### config.mk
export PLATFORM = sky130hd
export DESIGN_NAME = pra_ram
export DESIGN_NICKNAME = d
export VERILOG_FILES = /design/src/hw/rtl/pra_ram.sv
export SDC_FILE = /design/constraint.sdc
export NUM_CORES = 1
export LEC_CHECK = 0
export BUFFER_PORTS_ARGS = -buffer_cell sky130_fd_sc_hd__clkbuf_2
export CAP_MARGIN = 25
export CORE_MARGIN = 2
export CORE_UTILIZATION = 47
export DETAILED_ROUTE_END_ITERATION = 8
export MAX_ROUTING_LAYER = met4
export SYNTH_ARGS = -nofsm -noshare
export SYNTH_HDL_FRONTEND = slang
export SYNTH_SLANG_ARGS = --single-unit
### constraint.sdc
create_clock -name clk -period 2.8 [get_ports clk]
set_input_delay 0.14 -clock clk [delete_from_list [all_inputs] [get_ports clk]]
set_output_delay 0.14 -clock clk [all_outputs]
set_load 0.005 [all_outputs]
### src/hw/rtl/pra_ram.sv
// ----------------------------------------------------------------------------
// pra_ram
// Simple dual-port RAM, one write and one registered read per cycle.
// ----------------------------------------------------------------------------
`default_nettype none

module pra_ram #(
    parameter int WIDTH = 8,
    parameter int DEPTH = 16
) (
    input  wire logic                     clk,
    input  wire logic                     we,
    input  wire logic [$clog2(DEPTH)-1:0] waddr,
    input  wire logic [WIDTH-1:0]         wdata,
    input  wire logic                     re,
    input  wire logic [$clog2(DEPTH)-1:0] raddr,
    output logic      [WIDTH-1:0]         rdata
);

    logic [WIDTH-1:0] mem [DEPTH];

    always_ff @(posedge clk)
    begin
        if (we)
        begin
            mem[waddr] <= wdata;
        end
        if (re)
        begin
            rdata <= mem[raddr];
        end
    end

endmodule

`default_nettype wire

=== Word level (Yosys, flattened, before mapping) ===
Memories as Yosys holds them, arrays and structs flattened. A register that Yosys moved wholly into a read port is not among the register bits.
Index checks and enable logic that the tools add are counted.

* Muxes and demuxes: 2

{| class="wikitable"
|+ Operator list
! operator !! count
|-
| $mux 1 || 2
|}

* Register bits after elaboration: 0
* Memory bits (writable): 128
* Input port bits: 19
* Output and inout bits: 8
* Word-level logic and storage cells: 3
* Memories kept: 1

{| class="wikitable"
|+ Memories
! memory !! words !! width !! rd ports !! clocked after Yosys merged registers in !! wr ports !! line !! source
|-
| mem || 16 || 8 || 1 || 1 || 1 || 20 || <nowiki>logic [WIDTH-1:0] mem [DEPTH];</nowiki>
|}

=== Logic depth before layout (Yosys ltp) ===
Gate-level depths: netlist of the first run.

* Depth after elaboration: 2
* Depth in mapped cells: 5

=== Worst setup path after synthesis of the first run ===
No wires, ideal clock.

* Path type: input to register
* Start: input port waddr[2]
* End: memory mem[0][0], enable pin
* Data arrival time: 1.250 ns
* Data required time: 2.417 ns
* Path slack: 1.167 ns
* Cell stages on the path: 2
* Path through: or3b_2 nor3_1

{| class="wikitable"
|+ RTL lines
! what !! line !! source
|-
| from (decl) || 13 || <nowiki>input wire logic [$clog2(DEPTH)-1:0] waddr,</nowiki>
|-
| to (decl) || 20 ||
|}

No word-level cell before the write port.

==> results of run 1 <==
## worst reg2reg max path, delay by kind of cell (launching register included)
kind	cells	cell delay [ns]
and+or+nand+nor	1	0.16
muxes	1	0.48
AOI/OAI and AO/OA	1	0.25
DFF	1	0.39
## layout make-up
class / count / area (sq um)
clock buffer: 21 / 429
clock inverter: 10 / 176
fill: 813 / 4660
multi-input combinational: 83 / 1060
sequential: 136 / 4080
tap: 140 / 175
timing repair buffer: 41 / 255
## kinds of logic (layout without fill, tap and decap cells)
family,Yosys count,after routing
AO/OA/AOI/OAI,16,16
buffers and inverters,10,72
flip-flops,136,136
multiplexers,32,32
AND/OR/NAND/NOR,35,35
## power by group through the flow
stage / Clock (mW) / Sequential [mW] / Combinational [mW]
floorplan: 0 / 2.35 / 0.116
global placement: 0 / 2.35 / 0.204
detailed placement: 0 / 2.35 / 0.209
CTS: 2.32 / 2.31 / 0.209
global route: 2.42 / 2.31 / 0.224
finish: 2.29 / 2.31 / 0.204
## synth_stat cells
master           count  area share (%)
a22oi_1             16             2.3
buf_6                3            0.65
or3b_2               1            0.17
nor2_1              13            0.93
buf_4                1            0.14
mux4_1              14             7.0
nand3_1              1           0.096
edfxtp_1           136              78
clkdlybuf4s25_2      3            0.57
nor3_1               4            0.38
mux4_2              18             7.8
and2b_1              1            0.14
nand2_1              9            0.65
nor2b_1              1            0.12
and2_1               1            0.12
buf_2                3            0.29
nand3b_1             2            0.29
nand2b_1             2            0.24
## cell usage in the layout, fill, tap and decap left out, types with 2 or more instances in the layout
cell,synthesis,final
nor2_1,13,13
nand3b_1,2,2
mux4_1,14,14
nor3_1,4,4
buf_4,1,14
clkbuf_1,0,4
nand2b_1,2,2
clkinv_2,0,3
mux4_2,18,18
nand2_1,9,9
bufinv_16,0,5
a22oi_1,16,16
edfxtp_1,136,136
clkbuf_16,0,16
clkbuf_2,0,26
## routing by layer
metal | vias up | track usage, %
met5 | - | -
met4 | 0 | 6.33
met1 | 1262 | 25.4
met2 | 107 | 30.7
met3 | 6 | 5.69
li1 | 1085 | -
## registers in the layout, summed over array words and instances, names as in the netlist
signal	count
rdata	8
mem	128
## worst max path at each step
| stage | cells past startpoint | end | slack [ns] | start |
|---|---|---|---|---|
| global placement | 5 | rdata[5] | 0.81 | raddr[0] |
| CTS | 3 | rdata[6] | 1.24 | mem[10][6] |
| global route | 3 | rdata[4] | 1.18 | mem[11][4] |
| detailed placement | 5 | rdata[1] | 0.80 | raddr[0] |
| finish | 3 | rdata[6] | 1.24 | mem[10][6] |
| floorplan | 2 | mem[0][0] | 1.17 | waddr[2] |
## per-stage QoR
step	hold WS, ns	cells
after detailed placement	0.541	400
final	0.0291	431
after global routing	0.0290	431
after floorplan	0.239	229
after global placement	0.542	400
after CTS	0.0219	431
==> summary.md, run 1 <==
| Metric | Value |
|---|---|
| VDD IR max | `0.000342 V` |
| Crit path buffers/inverters | `0` |
| Min Clock Period, post-route | `1.56 ns` |
| Drt drc | `0` |
| Fmax | `641 MHz` |
| Yosys cell types | `18` |
| Synthesized-area fraction occupied by adder cells | `0%` |
| Xor/xnor share of the synthesized area | `0%` |
| ANT cells | `0` |
| Tot Pwr | `4.80 mW` |
| Post-synthesis mux area share | `14.8%` |
| Hold-fix buffers, CTS | `0` |
| Final instance area | `6180 sq um` |
| Slew margin rel. | `35.1%` |
| Die W | `109 microns` |
| CP max-delay cell | `mux4_2` |
| Sequential share of power | `48.0%` |
| Internal power | `3.90 mW` |
| YS warnings | `0` |
| CTS tree | `done` |
| Die area | `12000 sq um` |
| WL met1 | `4.12 mm` |
| WS Path Type | `reg2reg` |
| Pwr Density | `777 nW/um^2` |
| Final period util | `55.7%` |
| Routed len/inst | `23.7 microns` |
| Beginning of the worst hold path | `re` |
| Total grt overflow | `0` |
| Dpl ws | `0.803 ns` |
| Largest net degree at the start of global routing | `24` |
| Total GRT Usage | `19.7%` |
| FP Rows | `38` |
| Max-Cap Viols | `0` |
| Initial antenna violation count | `0` |
| Final setup viols | `0` |
| Setup slack, reg-to-reg | `1.24 ns` |
| RSZ-0062 raised after global routing | `no` |
| Post_cts resized | `0` |
| Vias in the first global route | `2608` |
| Worst hold stages | `1` |
| Simple-gate portion of the synthesized area | `3.14%` |
| Drt first pass iters | `5` |
| Met3 routed WL | `772 microns` |
| Setup ws final | `1.24 ns` |
| Fin. Hold Viols | `0` |
| CTS sink cnt | `136` |
| Vias | `2460` |
| Post-Synthesis Cells | `229` |
| Largest family of logic cells by synthesized area | `multiplexers` |
| HPWL after DPL | `6.53 mm` |
| CP max FO | `1` |
| Area growth syn-to-layout | `18.2%` |
| Initial Utilization | `48.2%` |
| Routability Congestion | `0.713` |
| Remaining antenna violation count | `0` |
| Total Nets Final | `298` |
| Post-Syn Nets | `248` |
| Clock Skew | `0.0110 ns` |
| Core footprint | `10800 sq um` |
| Share of layout cells above drive strength 1 | `29.6%` |
| Register-to-Register Path Depth | `3` |
| PortBufs | `26` |
| First-pass GRT wire length | `15.6 mm` |
| Worst EP required | `3.04 ns` |
| Arr. time, crit path | `1.80 ns` |
| Crit. End Element | `flip-flop` |
| Clk buf depth | `2` |
| Htree depth | `4` |
| Max incr delay on CP | `0.48 ns` |
| Hold Crit Class | `in2reg` |
| Vias per inst | `5.71` |
| Startpoint types | `flip-flop` |
| Post-layout util | `57.0%` |
| Synth Cell Area | `5230 sq um` |
| Top layer in use | `met4` |
| CP top delay family | `multiplexers` |
| Die Y | `109 microns` |
| Worst skew pair latency | `0.52 ns` |
| Num CTS Buffers | `17` |
| Leak | `2.09 nW` |
| Compound-gate portion of the synthesized area | `2.30%` |
| Reg2reg start | `mem[10][6]` |
| # IOs | `27` |
| Setup TNS | `0 ns` |
| Wire length on met2 | `5.25 mm` |
| Status | `complete, no violations` |
| R2R Path End | `rdata[6]` |
| Psw | `0.898 mW` |
| Initial drt markers | `231` |
| DRT Wirelength | `10.2 mm` |
| Clock Tree Root | `clkbuf_8` |
| Setup Buffers After CTS | `0` |
| Placed Area | `5570 sq um` |
| Combinational Power Share | `4.3%` |
| Sequential area share after synthesis | `78.1%` |
| Pins Over Slew Limit | `0` |
| Clock Power Share | `47.7%` |
| Clock Pin Slew Worst Setup and Hold Paths | `0.06 ns` |
| Sequence of cells on the critical path | `mux4_2, a22oi_1, nand2_1` |
| Hold Crit Endpoint | `rdata[6]` |
| Synth Area per Inst | `22.8 sq um` |
| #FFs+latches synth | `136` |
| Switch share | `18.7%` |
| Worst Tran Pin Value | `0.970 ns` |
Power figures use the tool's default switching activity.
==> run 2: changes to the inputs <==
ABC_AREA = 1   (was unset)
clock period = 1.5 ns   (was 2.8 ns; I/O delays follow)
==> summary.md, run 2 <==
| Metric | Value |
|---|---|
| Setup Buffers After CTS | `0 (unchanged)` |
| Pwr Density | `1230 nW/um^2 (+59%)` |
| Fin. Hold Viols | `0 (unchanged)` |
| Beginning of the worst hold path | `re` |
| Initial antenna violation count | `0 (unchanged)` |
| Vias in the first global route | `3758 (+44%)` |
| #FFs+latches synth | `136 (unchanged)` |
| Initial Utilization | `48.5% (+0.25 points)` |
| Worst Tran Pin Value | `0.640 ns (-0.330 ns)` |
| Share of the synthesized area in the top cell type | `69.8% (-8.3 points)` |
| ANT cells | `0 (unchanged)` |
| RSZ-0062 raised after global routing | `no` |
| Drt drc | `0 (unchanged)` |
| Biggest register | `mem` |
| FP Rows | `40 (+5.3%)` |
| YS warnings | `0 (unchanged)` |
| Setup TNS | `0 ns (unchanged)` |
| # IOs | `27 (unchanged)` |
| Hold-fix buffers, CTS | `0 (unchanged)` |
| Slew margin rel. | `57.3% (+22 points)` |
| Critical path's most frequent cell | `nand3_1` |
| Most frequent cells in the layout | `nand2_1 (173), edfxtp_1 (136), inv_1 (100)` |
| Synth area leader | `edfxtp_1` |
| Clock Tree Root | `clkbuf_16` |
| Hold Crit Class | `in2reg` |
| Arr. time, crit path | `1.35 ns (-0.45 ns)` |
| Synth Area per Inst | `10.6 sq um (-54%)` |
| Max-Cap Viols | `0 (unchanged)` |
| WS Path Type | `reg2reg` |
| Synth Cell Area | `5850 sq um (+12%)` |
| Largest net degree at the start of global routing | `65 (+170%)` |
| Final setup viols | `0 (unchanged)` |
| Sequential area share after synthesis | `69.8% (-8.3 points)` |
| Vias per inst | `4.95 (-13%)` |
| Die W | `116 microns (+5.5%)` |
| Sequence of cells on the critical path | `inv_1, nand2_1, nand3_1, nand3_1, nand3_1, nand2_1` |
| Count leader, synth | `nand2_1` |
| CP max FO | `1 (unchanged)` |
| Num CTS Buffers | `17 (unchanged)` |
| Remaining antenna violation count | `0 (unchanged)` |
| Total Nets Final | `613 (+110%)` |
| Setup slack, reg-to-reg | `0.32 ns (-0.92 ns)` |
| Largest register FFs | `128 (unchanged)` |
| Routability Congestion | `0.844 (+18%)` |
| Die area | `13300 sq um (+11%)` |
| Total grt overflow | `0 (unchanged)` |
| Post-Synthesis Cells | `551 (+140%)` |
| PortBufs | `26 (unchanged)` |
| Ys async rst share | `0% (unchanged)` |
| Top flop regs | `mem (128), rdata (8)` |
| R2R Path End | `rdata[7]` |
| Core footprint | `12100 sq um (+11%)` |
| Pins Over Slew Limit | `0 (unchanged)` |
| VDD IR max | `0.000747 V (+120%)` |
| Commonest non-fill, non-tap cell in the layout | `nand2_1` |
| Die Y | `116 microns (+5.5%)` |
| Reg2reg start | `mem[1][7]` |
| Commonest cells post-synth | `nand2_1 (173), edfxtp_1 (136), inv_1 (100), nand3_1 (97), nor2_1 (17)` |
| CP top delay family | `simple AND/OR/NAND/NOR gates` |
| Status | `complete, no violations` |
| Clk buf depth | `2 (unchanged)` |
| Leak | `2.90 nW (+39%)` |
| Tot Pwr | `8.26 mW (+72%)` |
| Share of layout cells above drive strength 1 | `11.4% (-18 points)` |
| Initial drt markers | `359 (+55%)` |
| Area growth syn-to-layout | `14.6%` |
| Most common flop cell mapped by yosys | `edfxtp_1` |
| Post-Syn Nets | `570 (+130%)` |
| DRT Wirelength | `12.9 mm (+26%)` |
| Routed len/inst | `16.7 microns (-30%)` |
| Max incr delay on CP | `0.36 ns (-0.12 ns)` |
| Crit path buffers/inverters | `1 (+1)` |
| Worst EP required | `1.67 ns (-1.37 ns)` |
| Vias | `3830 (+56%)` |
| Crit. End Element | `flip-flop` |
| Final period util | `78.8% (+23 points)` |
| Startpoint types | `flip-flop` |
| CP max-delay cell | `edfxtp_1` |
| CTS sink cnt | `136 (unchanged)` |
| Total GRT Usage | `22.1% (+2.4 points)` |
| Clock Pin Slew Worst Setup and Hold Paths | `0.05 ns (about the same)` |
| Post-synth EDFFs | `136 (unchanged)` |
| Yosys cell types | `11 (-7)` |
| Synth area leaders | `edfxtp_1 (70%), nand2_1 (11%), nand3_1 (8.3%), inv_1 (6.4%), buf_6 (1.2%)` |
| Post_cts resized | `0 (unchanged)` |
| Fmax | `846 MHz (+32%)` |
| CTS tree | `done` |
| Min Clock Period, post-route | `1.18 ns (-0.378 ns)` |
| Htree depth | `4 (unchanged)` |
| First-pass GRT wire length | `20.5 mm (+31%)` |
| Worst hold stages | `1 (unchanged)` |
| Hold Crit Endpoint | `rdata[7]` |
| Drt first pass iters | `5 (unchanged)` |
| Clock Skew | `0.00649 ns (-0.00454 ns)` |
| Register-to-Register Path Depth | `6 (+3)` |
| HPWL after DPL | `7.84 mm (+20%)` |
| Worst skew pair latency | `0.41 ns (-0.11 ns)` |
==> run 2: metrics by stage <==
step	area [sq um]	std cells	util (%)	setup slack, ns	hold slack (ns)
2_1_floorplan	5850	551	-	0.474	0.174
3_3_place_gp	6220	743	51.6	0.166	0.480
3_5_place_dp	6220	743	51.6	0.156	0.480
4_1_cts	6700	773	55.5	0.323	0.0526
5_1_grt	6700	773	55.5	0.255	0.0626
6_report	6700	773	55.5	0.318	0.0706
==> run 2: report_power, final <==
part           internal (mW)  leakage, nW  switching, mW  total [mW]
registers               4.29         1.24         0.0217        4.31
clock network           2.04        0.233           1.40        3.44
logic                  0.156         1.43          0.362       0.517
==> run 2: cell type report <==
| cell class | instances | area (sq um) |
|---|---|---|
| well taps | 168 | 210 |
| repair buffers | 48 | 333 |
| clock inverters | 9 | 36.3 |
| fillers | 1072 | 5360 |
| clock buffers | 21 | 440 |
| multi-input cells | 289 | 1210 |
| flip-flops and latches | 136 | 4080 |
| inverters | 102 | 383 |
==> run 2: worst max path at each step <==
stage,from,to,cells past startpoint
6_report,mem[1][7],rdata[7],6
5_1_grt,mem[0][0],rdata[0],6
4_1_cts,mem[1][7],rdata[7],6
3_5_place_dp,raddr[1],rdata[7],6
3_3_place_gp,raddr[1],rdata[2],6
2_1_floorplan,waddr[2],mem[10][0],2
==> run 2: layer usage <==
layer | track usage, % | wire [microns] | part of all wire [%]
met5 | - | 0 | 0
met3 | 5.23 | 690 | 5.3
met2 | 33.4 | 6090 | 47
met1 | 28.9 | 5750 | 45
met4 | 9.32 | 363 | 2.8
==> run 2: kinds of logic after synthesis <==
| kind of cell | synth area share (%) |
|---|---|
| flops | 69.8 |
| buf+inv | 9.39 |
| simple gates | 20.8 |
==> run 2: worst reg2reg max path, cell delays in order, from the launching register on <==
cell and delay (ns):
edfxtp_1 0.36, inv_1 0.06, nand2_1 0.04, nand3_1 0.08
nand3_1 0.15, nand3_1 0.17, nand2_1 0.08
