**config.mk**
```make
export PLATFORM = sky130hd
export DESIGN_NAME = pra_seq
export DESIGN_NICKNAME = d
export VERILOG_FILES = /design/src/hw/rtl/pra_pkg.sv /design/src/hw/rtl/pra_seq.sv
export SDC_FILE = /design/constraint.sdc
export NUM_CORES = 1
export LEC_CHECK = 0
export CORE_MARGIN = 4
export CORE_UTILIZATION = 35
export DETAILED_ROUTE_END_ITERATION = 12
export DONT_BUFFER_PORTS = 1
export PLACE_DENSITY_LB_ADDON = 0.08
export REMOVE_ABC_BUFFERS = 1
export SLEW_MARGIN = 20
export SYNTH_ARGS = -nofsm -noshare
export SYNTH_HDL_FRONTEND = slang
export SYNTH_SLANG_ARGS = --single-unit
```
**constraint.sdc**
```tcl
create_clock -name clk -period 6.65 [get_ports clk]
set_clock_uncertainty 0.05 [all_clocks]
set_input_delay 0.9975 -clock clk [delete_from_list [all_inputs] [get_ports clk]]
set_output_delay 0.9975 -clock clk [all_outputs]
set_load 0.01 [all_outputs]
```
**src/hw/rtl/pra_pkg.sv**
```systemverilog
// ----------------------------------------------------------------------------
// pra_pkg
// Types and constants of the worst-fit page run allocator.
// ----------------------------------------------------------------------------
`default_nettype none

package pra_pkg;

    localparam int AREA_PAGES = 1024;
    localparam int IDX_W      = 10;
    localparam int PG_W       = 11;

    typedef enum logic [1:0] {
        ST_OK      = 2'd0,
        ST_NOSPACE = 2'd1,
        ST_BADFREE = 2'd2,
        ST_ZERO    = 2'd3
    } status_t;

    localparam logic OP_ALLOC = 1'b0;
    localparam logic OP_FREE  = 1'b1;

    // one memory word per page index; only segment starts are meaningful
    typedef struct packed {
        logic [IDX_W-1:0] prev;
        logic             used;
        logic [PG_W-1:0]  size;
    } seg_t;

    typedef struct packed {
        status_t          status;
        logic [IDX_W-1:0] run_index;
        logic [PG_W-1:0]  run_pages;
    } result_t;

endpackage

`default_nettype wire

```
**src/hw/rtl/pra_seq.sv**
```systemverilog
// ----------------------------------------------------------------------------
// pra_seq
// Sequencer: segment walk, split, append and coalescing free over the RAM.
// ----------------------------------------------------------------------------
`default_nettype none

module pra_seq (
    input  wire logic                        clk,
    input  wire logic                        rst_n,
    input  wire logic                        req_valid,
    output logic                             req_ready,
    input  wire logic                        req_op,
    input  wire logic [pra_pkg::PG_W-1:0]    req_pages,
    input  wire logic [pra_pkg::IDX_W-1:0]   req_index,
    input  wire logic [pra_pkg::PG_W-1:0]    limit,
    output logic                             res_valid,
    input  wire logic                        res_ready,
    output pra_pkg::result_t                 res,
    output logic                             ram_we,
    output logic [pra_pkg::IDX_W-1:0]        ram_waddr,
    output pra_pkg::seg_t                    ram_wdata,
    output logic                             ram_re,
    output logic [pra_pkg::IDX_W-1:0]        ram_raddr,
    input  wire pra_pkg::seg_t               ram_rdata
);

    typedef enum logic [14:0] {
        S_CLEAR  = 15'b000000000000001,
        S_IDLE   = 15'b000000000000010,
        S_WALK   = 15'b000000000000100,
        S_DECIDE = 15'b000000000001000,
        S_SPLB   = 15'b000000000010000,
        S_SPLN   = 15'b000000000100000,
        S_FIDX   = 15'b000000001000000,
        S_FPREV  = 15'b000000010000000,
        S_FAFT   = 15'b000000100000000,
        S_FCHK   = 15'b000001000000000,
        S_FWS    = 15'b000010000000000,
        S_FWI    = 15'b000100000000000,
        S_FWN    = 15'b001000000000000,
        S_RESP   = 15'b010000000000000,
        S_SPARE  = 15'b100000000000000
    } state_t;

    localparam int IW = pra_pkg::IDX_W;
    localparam int PW = pra_pkg::PG_W;
    localparam logic [PW:0] AREA = (PW+1)'(pra_pkg::AREA_PAGES);

    state_t              state_reg, state_next;
    logic [IW-1:0]       clr_reg, clr_next;
    logic [PW-1:0]       brk_reg, brk_next;
    logic [PW-1:0]       req_reg, req_next;
    logic [IW-1:0]       idx_reg, idx_next;
    logic [PW-1:0]       cur_reg, cur_next;
    logic [IW-1:0]       last_reg, last_next;
    logic [IW-1:0]       best_reg, best_next;
    logic [PW-1:0]       bsize_reg, bsize_next;
    logic [IW-1:0]       bprev_reg, bprev_next;
    logic [IW-1:0]       start_reg, start_next;
    pra_pkg::seg_t       sw_reg, sw_next;
    logic [IW-1:0]       iprev_reg, iprev_next;
    logic                merged_reg, merged_next;
    logic [IW-1:0]       nxt_reg, nxt_next;
    logic                npend_reg, npend_next;
    pra_pkg::result_t    res_reg, res_next;

    logic [PW:0]         ncur;
    logic [PW:0]         bnext;
    logic [PW:0]         after;
    logic [PW:0]         fnxt;
    logic [PW-1:0]       fsize;
    logic [PW-1:0]       room;

    assign req_ready = (state_reg == S_IDLE);
    assign res_valid = (state_reg == S_RESP);
    assign res       = res_reg;

    assign ncur  = {1'b0, cur_reg} + {1'b0, ram_rdata.size};
    assign bnext = {1'b0, PW'(best_reg)} + {1'b0, bsize_reg};
    assign after = {1'b0, PW'(start_reg)} + {1'b0, sw_reg.size};
    assign fsize = sw_reg.size + ram_rdata.size;
    assign fnxt  = {1'b0, PW'(start_reg)} + {1'b0, fsize};
    assign room  = limit - brk_reg;

    always_comb
    begin
        state_next  = state_reg;
        clr_next    = clr_reg;
        brk_next    = brk_reg;
        req_next    = req_reg;
        idx_next    = idx_reg;
        cur_next    = cur_reg;
        last_next   = last_reg;
        best_next   = best_reg;
        bsize_next  = bsize_reg;
        bprev_next  = bprev_reg;
        start_next  = start_reg;
        sw_next     = sw_reg;
        iprev_next  = iprev_reg;
        merged_next = merged_reg;
        nxt_next    = nxt_reg;
        npend_next  = npend_reg;
        res_next    = res_reg;
        ram_we      = 1'b0;
        ram_waddr   = '0;
        ram_wdata   = '0;
        ram_re      = 1'b0;
        ram_raddr   = '0;

        unique case (state_reg)
            S_CLEAR:
            begin
                ram_we    = 1'b1;
                ram_waddr = clr_reg;
                clr_next  = clr_reg + 1'b1;
                if (clr_reg == IW'(pra_pkg::AREA_PAGES - 1))
                begin
                    state_next = S_IDLE;
                end
            end
            S_IDLE:
            begin
                if (req_valid)
                begin
                    req_next   = req_pages;
                    idx_next   = req_index;
                    cur_next   = '0;
                    last_next  = '0;
                    bsize_next = '0;
                    npend_next = 1'b0;
                    if (req_op == pra_pkg::OP_ALLOC)
                    begin
                        if (req_pages == '0)
                        begin
                            res_next   = '{pra_pkg::ST_ZERO, '0, '0};
                            state_next = S_RESP;
                        end
                        else if (req_pages > limit)
                        begin
                            res_next   = '{pra_pkg::ST_NOSPACE, '0, '0};
                            state_next = S_RESP;
                        end
                        else if (brk_reg == '0)
                        begin
                            state_next = S_DECIDE;
                        end
                        else
                        begin
                            ram_re     = 1'b1;
                            ram_raddr  = '0;
                            state_next = S_WALK;
                        end
                    end
                    else
                    begin
                        if ({1'b0, req_index} >= brk_reg)
                        begin
                            res_next   = '{pra_pkg::ST_BADFREE, req_index, '0};
                            state_next = S_RESP;
                        end
                        else
                        begin
                            ram_re     = 1'b1;
                            ram_raddr  = req_index;
                            state_next = S_FIDX;
                        end
                    end
                end
            end
            S_WALK:
            begin
                if (ram_rdata.size == '0)
                begin
                    state_next = S_DECIDE;
                end
                else if (!ram_rdata.used && ram_rdata.size == req_reg)
                begin
                    ram_we     = 1'b1;
                    ram_waddr  = cur_reg[IW-1:0];
                    ram_wdata  = '{ram_rdata.prev, 1'b1, ram_rdata.size};
                    res_next   = '{pra_pkg::ST_OK, cur_reg[IW-1:0], req_reg};
                    state_next = S_RESP;
                end
                else
                begin
                    if (!ram_rdata.used && ram_rdata.size > req_reg
                        && ram_rdata.size > bsize_reg)
                    begin
                        best_next  = cur_reg[IW-1:0];
                        bsize_next = ram_rdata.size;
                        bprev_next = ram_rdata.prev;
                    end
                    last_next = cur_reg[IW-1:0];
                    if (ncur < {1'b0, brk_reg})
                    begin
                        cur_next  = ncur[PW-1:0];
                        ram_re    = 1'b1;
                        ram_raddr = ncur[IW-1:0];
                    end
                    else
                    begin
                        state_next = S_DECIDE;
                    end
                end
            end
            S_DECIDE:
            begin
                if (bsize_reg != '0)
                begin
                    // split: the tail stays free, best becomes the run
                    start_next = best_reg + req_reg[IW-1:0];
                    ram_we     = 1'b1;
                    ram_waddr  = best_reg + req_reg[IW-1:0];
                    ram_wdata  = '{best_reg, 1'b0, bsize_reg - req_reg};
                    nxt_next   = bnext[IW-1:0];
                    if (bnext < AREA)
                    begin
                        ram_re     = 1'b1;
                        ram_raddr  = bnext[IW-1:0];
                        npend_next = 1'b1;
                    end
                    state_next = S_SPLB;
                end
                else if (brk_reg > limit || room < req_reg
                         || {1'b0, brk_reg} >= AREA)
                begin
                    res_next   = '{pra_pkg::ST_NOSPACE, '0, '0};
                    state_next = S_RESP;
                end
                else
                begin
                    ram_we     = 1'b1;
                    ram_waddr  = brk_reg[IW-1:0];
                    ram_wdata  = '{last_reg, 1'b1, req_reg};
                    brk_next   = brk_reg + req_reg;
                    res_next   = '{pra_pkg::ST_OK, brk_reg[IW-1:0], req_reg};
                    state_next = S_RESP;
                end
            end
            S_SPLB:
            begin
                ram_we    = 1'b1;
                ram_waddr = best_reg;
                ram_wdata = '{bprev_reg, 1'b1, req_reg};
                res_next  = '{pra_pkg::ST_OK, best_reg, req_reg};
                state_next = npend_reg ? S_SPLN : S_RESP;
            end
            S_SPLN:
            begin
                ram_we     = 1'b1;
                ram_waddr  = nxt_reg;
                ram_wdata  = '{start_reg, ram_rdata.used, ram_rdata.size};
                state_next = S_RESP;
            end
            S_FIDX:
            begin
                if (ram_rdata.size == '0 || !ram_rdata.used)
                begin
                    res_next   = '{pra_pkg::ST_BADFREE, idx_reg, '0};
                    state_next = S_RESP;
                end
                else
                begin
                    res_next    = '{pra_pkg::ST_OK, idx_reg, ram_rdata.size};
                    iprev_next  = ram_rdata.prev;
                    start_next  = idx_reg;
                    sw_next     = '{ram_rdata.prev, 1'b0, ram_rdata.size};
                    merged_next = 1'b0;
                    if (idx_reg != '0 && ram_rdata.prev < idx_reg)
                    begin
                        ram_re     = 1'b1;
                        ram_raddr  = ram_rdata.prev;
                        state_next = S_FPREV;
                    end
                    else
                    begin
                        state_next = S_FAFT;
                    end
                end
            end
            S_FPREV:
            begin
                if (!ram_rdata.used)
                begin
                    start_next  = iprev_reg;
                    sw_next     = '{ram_rdata.prev, 1'b0, ram_rdata.size + res_reg.run_pages};
                    merged_next = 1'b1;
                end
                state_next = S_FAFT;
            end
            S_FAFT:
            begin
                if (after < {1'b0, brk_reg})
                begin
                    ram_re     = 1'b1;
                    ram_raddr  = after[IW-1:0];
                    nxt_next   = after[IW-1:0];
                    state_next = S_FCHK;
                end
                else
                begin
                    brk_next     = PW'(start_reg);
                    sw_next.size = '0;
                    state_next   = S_FWS;
                end
            end
            S_FCHK:
            begin
                // nxt_reg holds the address of the following segment here
                if (ram_rdata.size == '0)
                begin
                    brk_next     = PW'(start_reg);
                    sw_next.size = '0;
                end
                else if (ram_rdata.used)
                begin
                    ram_we    = 1'b1;
                    ram_waddr = nxt_reg;
                    ram_wdata = '{start_reg, 1'b1, ram_rdata.size};
                end
                else
                begin
                    ram_we       = 1'b1;
                    ram_waddr    = nxt_reg;
                    ram_wdata    = '{ram_rdata.prev, 1'b0, '0};
                    sw_next.size = fsize;
                    nxt_next     = fnxt[IW-1:0];
                    if (fnxt < AREA)
                    begin
                        ram_re     = 1'b1;
                        ram_raddr  = fnxt[IW-1:0];
                        npend_next = 1'b1;
                    end
                end
                state_next = S_FWS;
            end
            S_FWS:
            begin
                ram_we    = 1'b1;
                ram_waddr = start_reg;
                ram_wdata = sw_reg;
                if (merged_reg)
                begin
                    state_next = S_FWI;
                end
                else
                begin
                    state_next = npend_reg ? S_FWN : S_RESP;
                end
            end
            S_FWI:
            begin
                ram_we     = 1'b1;
                ram_waddr  = idx_reg;
                ram_wdata  = '{iprev_reg, 1'b0, '0};
                state_next = npend_reg ? S_FWN : S_RESP;
            end
            S_FWN:
            begin
                ram_we     = 1'b1;
                ram_waddr  = nxt_reg;
                ram_wdata  = '{start_reg, ram_rdata.used, ram_rdata.size};
                state_next = S_RESP;
            end
            S_RESP:
            begin
                if (res_ready)
                begin
                    state_next = S_IDLE;
                end
            end
            default:
            begin
                state_next = S_IDLE;
            end
        endcase
    end

    always_ff @(posedge clk or negedge rst_n)
    begin
        if (!rst_n)
        begin
            state_reg  <= S_CLEAR;
            clr_reg    <= '0;
            brk_reg    <= '0;
            npend_reg  <= 1'b0;
            merged_reg <= 1'b0;
        end
        else
        begin
            state_reg  <= state_next;
            clr_reg    <= clr_next;
            brk_reg    <= brk_next;
            npend_reg  <= npend_next;
            merged_reg <= merged_next;
        end
    end

    always_ff @(posedge clk)
    begin
        req_reg   <= req_next;
        idx_reg   <= idx_next;
        cur_reg   <= cur_next;
        last_reg  <= last_next;
        best_reg  <= best_next;
        bsize_reg <= bsize_next;
        bprev_reg <= bprev_next;
        start_reg <= start_next;
        sw_reg    <= sw_next;
        iprev_reg <= iprev_next;
        nxt_reg   <= nxt_next;
        res_reg   <= res_next;
    end

endmodule

`default_nettype wire

```
Yosys cells after proc, flatten, opt, wreduce, memory -nomap -nowiden
Cells that the tools add are included.
Cells by class
  bitwise operators: 3
  add/subtract/negate cells: 11
  magnitude comparators: 12
  multiplexer cells: 126
  equality and inequality tests: 40
  reductions and logical operators: 36
Operators with widths (count)
  $mux 10: 29
  $mux 23: 9
  $mux 22: 9
  $pmux 15 s13: 1
  $mux 11: 15
  $pmux 22 s7: 1
  $pmux 23 s5: 1
  $mux 14: 8
  $mux 15: 7
  $pmux 10 s8: 1
  $pmux 11 s2: 3
  $pmux 10 s3: 2
  $pmux 10 s6: 1
  $gt 11x11->1: 4
  $pmux 11 s4: 1
  $ne 2x2->1 const B: 19
  $add 10x11->12: 3
  $add 11x11->11: 3
  $logic_not 11->1: 3
  $pmux 11 s3: 1
  $mux 1: 30
  $reduce_and 5->1: 5
  $lt 12x11->1: 2
  $lt 12x11->1 const B: 2
  other kinds (52): 68
Storage, ports and cells
  output and inout bits: 69
  bits in registers: 186

Depth between registers and ports, before layout
Gate-level depths: netlist of run 1.
  depth after elaboration: 7
  mapped depth: 21
  mapped depth without buffers: 20

Least setup slack after synthesis of run 1
Ideal clock, no wire load.
  kind: input to output
  start point: input limit[0] in the netlist's numbering
  end point: output ram_wdata[0] in the netlist's numbering
  slack: 1.075 ns
  stages: 20
  arrival: 4.527 ns
  buffers on the path: 1
  cell sequence: inv_1 -> ha_1 -> inv_1 -> fa_1 -> a21o_1 -> a21oi_1 -> o21bai_1 -> a21oi_1 -> o21ai_0 -> a21o_1 -> a21oi_1 -> xnor2_1 -> ha_1 -> a21oi_1 -> o21ai_0 -> a31oi_1 -> a2111oi_4 -> or2_2 -> clkbuf_1 -> a221o_1
RTL lines
  start: declaration: RTL line pra_seq.sv:15  | input wire logic [pra_pkg::PG_W-1:0] limit,
  end: declaration: RTL line pra_seq.sv:21  | output pra_pkg::seg_t ram_wdata,

Final worst setup path of run 1
  start point: register start_reg[1]
  end point: output ram_raddr[6] in the netlist's numbering
Between the ends
  longest elaborated chain between the ends: 6
  elaborated cells on any way between the ends: 9
Ends and longest elaborated chain
  start: declaration: RTL line pra_seq.sv:59  | logic [IW-1:0] start_reg, start_next;
  start signal: assignment: RTL line pra_seq.sv:408  | start_reg <= start_next;
  $add 10x11->12: RTL line pra_seq.sv:82  | assign fnxt = {1'b0, PW'(start_reg)} + {1'b0, fsize};
  $lt 12x11->1: RTL line pra_seq.sv:328  | if (fnxt < AREA)
  $mux 10: RTL line pra_seq.sv:328
  $mux 10: RTL line pra_seq.sv:315  | else if (ram_rdata.used)
  $mux 10: RTL line pra_seq.sv:310  | if (ram_rdata.size == '0)
  $pmux 10 s6 (*): RTL line pra_seq.sv:110  | unique case (state_reg)
  end: declaration: RTL line pra_seq.sv:23  | output logic [pra_pkg::IDX_W-1:0] ram_raddr,
Every way passes the cells marked *; elsewhere a longest branch is shown, timed or not.

==> results_dict.tcl, run 1 <==
set metrics [dict create \
    status "finished clean" \
    maxCapViolCount 0 \
    start_util_pct 35.3 \
    dp_hpwl_um 54100 \
    ctsHtreeMaxLevel 4 \
    die_outline_area_um2 46900 \
    worst_path_maximum_fanout 9 \
    path_clk_slew_ps 80 \
    syn2layout_area_growth_pct 10.5 \
    worst_hold_path_type "input port to asynchronous set/reset pin" \
    drt-initial-drc-count 1758 \
    syn-cell-area_um2 15200 \
    critPathKind "register to output port" \
    layout-drive-gt1-share_pct 7.06 \
    power.net_switching_w 0.00317 \
    rsz0062_at_grt "no" \
    ys_warn_count 0 \
    timing.critical_path.arrival_ps 5160 \
    hold-worst-slack_ps 120 \
    wirelength_um 70600 \
    gpl.final_weighted_congestion 0.959 \
    viasPerCell 6.24 \
    wire_per_inst_um 31.7 \
    timing.final.max_slew_violations 0 \
    design.final.nets 1882 \
    count_of_final_hold_check_violations 0 \
    post_route_antenna_net_violation_count 0 \
    period_share_pct 93.3 \
    power_report.internal_total_w 0.00349 \
    tritoncts "yes" \
    postSynthRegisterBits 184 \
    clk_tree_root_cell "sky130_fd_sc_hd__clkbuf_16" \
    layout.cells.most_common "sky130_fd_sc_hd__ha_1" \
    filler_instances 4333 \
    crit-reg2reg-launch "brk_reg[2]" \
    reg2reg_depth 20 \
    post_synth_edffs 147 \
    die_height_um 217 \
    final.setup.tns_ps 0 \
    hold_buffers 0 \
    largest_register_ffs 23 \
    synth.yosys.seq_area_share_pct 35.1 \
    layout_common_cells "sky130_fd_sc_hd__ha_1, sky130_fd_sc_hd__nand2_1, sky130_fd_sc_hd__edfxtp_1" \
    leakagePower_nw 7.03 \
    port_buffers 0 \
    report.final.setup_viol 0 \
    cts_setup_buffers 0 \
    tightest_slew_ps 1150 \
    grt_pass1_wl_um 100000 \
    cts_sinks 184 \
    setup.worst_path.start_class "register" \
    routed-via-count 13900 \
    proportion_of_synthesized_flip_flops_having_asynchronous_set_or_reset_pct 20.1 \
    drt_pass1_iterations 6 \
    power-per-cell-area_nw_per_um2 396 \
    clkLatencyLatePin_ps 510 \
    postSynthCellCount 1608 \
    overflow 0 \
    p_comb_share_pct 52.7 \
    netSwitchingFraction_pct 47.6 \
    core_area_um2 43100 \
    critPathRequiredTime_ps 5600 \
    grt_max_degree 38 \
    netlist-cell-type-count 86 \
    postCtsResizedCells 0 \
    ys.flop_type "sky130_fd_sc_hd__edfxtp_1" \
    placementRows 76 \
    fp.dieW_um 217 \
    maxClockFrequency_ghz 0.161 \
    r2r_end "res[10]" \
    via_count_of_the_first_global_routing_pass 13609 \
    clock_path_buffers 2 \
    ir_drop_v 0.000174 \
    diodes 0 \
    p_clk_share_pct 16.7 \
    numCtsBuffers 17 \
    remaining_drc_errors 0 \
    final.min_clock_period_ps 6210 \
    syn-mean-instance-area_um2 9.47 \
    antenna_found_initial 2 \
    endpoint_kind "output port" \
    r2r_setup_slack_ps 1340 \
    p_seq_share_pct 30.6 \
    worst_relative_slew_slack_pct 23.3 \
    groute.usage.overall_pct 29.9 \
    num_io_pins 128 \
]
==> critical path, stage by stage, from the launching register on <==
cell	delay, ps
sky130_fd_sc_hd__edfxtp_1	690
sky130_fd_sc_hd__inv_1	190
sky130_fd_sc_hd__fa_1	510
sky130_fd_sc_hd__nor2b_1	120
sky130_fd_sc_hd__o21ai_0	90
sky130_fd_sc_hd__nand2b_1	140
sky130_fd_sc_hd__a31oi_1	120
sky130_fd_sc_hd__nor2b_1	160
sky130_fd_sc_hd__xnor2_1	420
sky130_fd_sc_hd__ha_1	200
sky130_fd_sc_hd__nand2_1	70
sky130_fd_sc_hd__nor3_1	180
sky130_fd_sc_hd__a21oi_1	90
sky130_fd_sc_hd__o211ai_1	250
sky130_fd_sc_hd__or3_1	460
sky130_fd_sc_hd__inv_1	280
sky130_fd_sc_hd__a211oi_1	310
sky130_fd_sc_hd__o221ai_1	350
==> cells in the mapped netlist, drive strengths merged, types with 33 or more instances <==
cell type | instances | area share (%)
nor3 | 33 | 1.2
edfxtp | 147 | 29
a21o | 39 | 1.9
xnor2 | 53 | 3.0
a22oi | 40 | 2.0
a21oi | 105 | 3.5
clkbuf | 41 | 1.0
ha | 184 | 15
nor2 | 101 | 2.5
nand2 | 152 | 3.7
inv | 110 | 2.7
o21ai | 82 | 2.7
dfrtp | 36 | 5.9
==> worst max path at each step <==
stage	from	endpoint	slack, ps
floorplan	limit[0]	brk_reg[7]	1050
global placement	limit[0]	ram_waddr[1]	710
detailed placement	limit[0]	ram_waddr[1]	620
CTS	start_reg[1]	ram_raddr[6]	570
global route	start_reg[1]	ram_raddr[6]	110
finish	start_reg[1]	ram_raddr[6]	440
==> per-stage QoR <==
stage | cells | util (%) | total power, W | area, um2 | setup WS (ps)
2_1_floorplan | 1558 | - | 0.00417 | 15000 | 1050
3_3_place_gp | 2195 | 37.6 | 0.00546 | 16200 | 710
3_5_place_dp | 2195 | 37.6 | 0.00549 | 16200 | 623
4_1_cts | 2227 | 39.1 | 0.00663 | 16800 | 571
5_1_grt | 2227 | 39.1 | 0.00709 | 16800 | 112
6_report | 2227 | 39.1 | 0.00666 | 16800 | 442
==> kinds of logic after synthesis <==
group           Yosys count  synth area share, %
compound gates          493                 22.8
simple gates            482                 15.9
fa+ha+maj               194                 16.4
flops                   184                 35.1
buf+inv                 160                 4.15
xor+xnor                 83                 4.77
mux                      12                0.814
==> final cells by class <==
type | count | area, um2 | area share [%]
Inverter | 110 | 413 | 2.45
Clock inverter | 14 | 184 | 1.09
Sequential cell | 184 | 5340 | 31.8
Clock buffer | 18 | 429 | 2.55
Tap cell | 585 | 732 | 4.35
Timing Repair Buffer | 52 | 403 | 2.39
Multi-Input combinational cell | 1264 | 9320 | 55.4
==> power by group through the flow <==
stage | clock network [W] | registers [W] | logic, W
after floorplan | 0 | 0.00182 | 0.00234
after global placement | 0 | 0.00205 | 0.00341
after detailed placement | 0 | 0.00205 | 0.00344
after CTS | 0.00114 | 0.00203 | 0.00346
after global routing | 0.00119 | 0.00205 | 0.00386
final | 0.00111 | 0.00204 | 0.00351
==> layer usage <==
metal	part of all wire [%]	vias to the layer above	GRT usage (%)
li1	-	6209	-
met1	43	6901	41.3
met2	44	680	46.6
met3	9.2	110	7.46
met4	3.2	0	8.83
met5	0	-	0
Power figures use the tool's default switching activity.
==> run 2, diff against run 1 <==
--- a/config.mk
+++ b/config.mk
@@ -9,6 +9,7 @@
 export CORE_UTILIZATION = 35
 export DETAILED_ROUTE_END_ITERATION = 12
 export DONT_BUFFER_PORTS = 1
+export MAX_ROUTING_LAYER = met4
 export PLACE_DENSITY_LB_ADDON = 0.08
 export REMOVE_ABC_BUFFERS = 1
 export SLEW_MARGIN = 20
==> run 2 against run 1 <==
- hold slack gained 17 ps
- non-clock buffer count up 1
- global-route usage increased by 1.1 points
- register-to-register slack improved by 200 ps
- fmax increased by 0.53%
- flip-flop and latch count is the same
- via count up 0.43%
- power down 0.49%
- final area is essentially flat
- setup slack improved by 33 ps
- critical path depth fell by 4
- largest cell class unchanged
- largest power group unchanged
==> results_dict.tcl, run 2 (synthesized netlist as in run 1, its figures left out) <==
set metrics [dict create \
    status "finished clean" \
    critical-path-slowest-cell "sky130_fd_sc_hd__o221ai_1" \
    routed-via-count 13960 \
    via_count_of_the_first_global_routing_pass 13528 \
    timing.critical_path.arrival_ps 5130 \
    post_route_antenna_net_violation_count 0 \
    postCtsResizedCells 0 \
    layout.cells.most_common "sky130_fd_sc_hd__ha_1" \
    grt_pass1_wl_um 101000 \
    num_io_pins 128 \
    power-per-cell-area_nw_per_um2 395 \
    setup.worst_path.start_class "register" \
    ir_drop_v 0.000185 \
    placementRows 76 \
    tightest_slew_ps 1090 \
    period_share_pct 92.9 \
    remaining_drc_errors 0 \
    rsz0062_at_grt "no" \
    crit_path_max_incr_delay_ps 660 \
    clock_path_buffers 2 \
    wirelength_um 71000 \
    timing.final.max_slew_violations 0 \
    dp_hpwl_um 54100 \
    groute.usage.overall_pct 31.0 \
    wire_per_inst_um 31.9 \
    report.final.setup_viol 0 \
    cts_setup_buffers 0 \
    fp.dieW_um 217 \
    worst_hold_path_type "input port to asynchronous set/reset pin" \
    dpl-instance-area_um2 16200 \
    viasPerCell 6.27 \
    layout-drive-gt1-share_pct 7.18 \
    start_util_pct 35.3 \
    tritoncts "yes" \
    ctsHtreeMaxLevel 4 \
    grt_max_degree 42 \
    final.setup.tns_ps 0 \
    die_height_um 217 \
    drt_pass1_iterations 8 \
    die_outline_area_um2 46900 \
    design.final.nets 1883 \
    syn2layout_area_growth_pct 10.4 \
    path_clk_slew_ps 80 \
    antenna_found_initial 2 \
    hold_buffers 0 \
    layout_common_cells "sky130_fd_sc_hd__ha_1, sky130_fd_sc_hd__nand2_1, sky130_fd_sc_hd__edfxtp_1" \
    count_of_final_hold_check_violations 0 \
    post-route-cell-area_um2 16800 \
    overflow 0 \
    leakagePower_nw 7.02 \
    largest_register_ffs 23 \
    maxClockFrequency_ghz 0.162 \
    numCtsBuffers 17 \
    critPathRequiredTime_ps 5600 \
    worst_path_maximum_fanout 8 \
    endpoint_kind "output port" \
    critPathKind "register to output port" \
    diodes 0 \
    maxCapViolCount 0 \
    worst_relative_slew_slack_pct 27.1 \
    clk_tree_root_cell "sky130_fd_sc_hd__clkbuf_16" \
    gpl.final_weighted_congestion 0.977 \
    final.min_clock_period_ps 6180 \
    clkLatencyLatePin_ps 510 \
    drt-initial-drc-count 1846 \
    core_area_um2 43100 \
    port_buffers 0 \
    utilization_pct 39.0 \
    cts_sinks 184 \
    critical_path.cell_chain "ha_1, a21o_1, a21oi_1, o21ai_0, o41ai_1, xnor2_1, ha_1, nor3_1, o21ai_0, o41ai_1, o211a_1, nand2_1, o221ai_1" \
]
## run 2: report_power, final
group	switching (W)	internal (W)	total, W	leakage [nW]
clock network	0.000548	0.000529	0.00108	0.277
registers	0.000404	0.00163	0.00204	1.84
logic	0.00222	0.00129	0.00352	4.91
total	0.00318	0.00345	0.00663	7.02
## run 2: metrics by stage
step / hold WS [ps] / worst slack (ps) / total power [W] / instances
3_5_place_dp: 427 / 654 / 0.00549 / 2196
6_report: 137 / 475 / 0.00663 / 2228
4_1_cts: 105 / 579 / 0.00659 / 2228
3_3_place_gp: 426 / 690 / 0.00547 / 2196
2_1_floorplan: 395 / 1050 / 0.00417 / 1558
5_1_grt: 108 / 185 / 0.00708 / 2228
## run 2: worst paths after layout
path,start,endpoint,slack [ps],cells after the start
min in group clk,cur_reg[1],best_reg[1],430,0
min,rst_n,state_reg[6],140,0
min reg2reg,cur_reg[1],best_reg[1],430,0
max in group asynchronous,rst_n,state_reg[0],6230,0
max reg2reg,brk_reg[1],res[2],1540,19
max,sw_reg[1],ram_raddr[5],470,13
## run 2: worst max-delay path, delay by kind of cell (launching register included)
kind	cells	cell delay [ps]
AO/OA/AOI/OAI	8	2650
XOR/XNOR	1	220
adder cells (fa/ha/maj)	2	570
flip-flops	1	550
AND/OR/NAND/NOR	2	620
## run 2: cell type report
| cell class | count | area (um2) |
|---|---|---|
| timing repair buffer | 53 | 410 |
| inverter | 110 | 413 |
| fill | 4269 | 26300 |
| multi-input combinational | 1264 | 9320 |
| sequential | 184 | 5340 |
| clock inverter | 15 | 164 |
| clock buffer | 17 | 425 |
| tap | 585 | 732 |
## run 2: layer usage
metal  track usage (%)  routed length [um]  up-vias
met2              46.8               31500      676
met5                 -                   0        -
li1                  -                   -     6212
met1              41.3               30600     6952
met3              7.53                6510      120
met4              9.54                2440        0
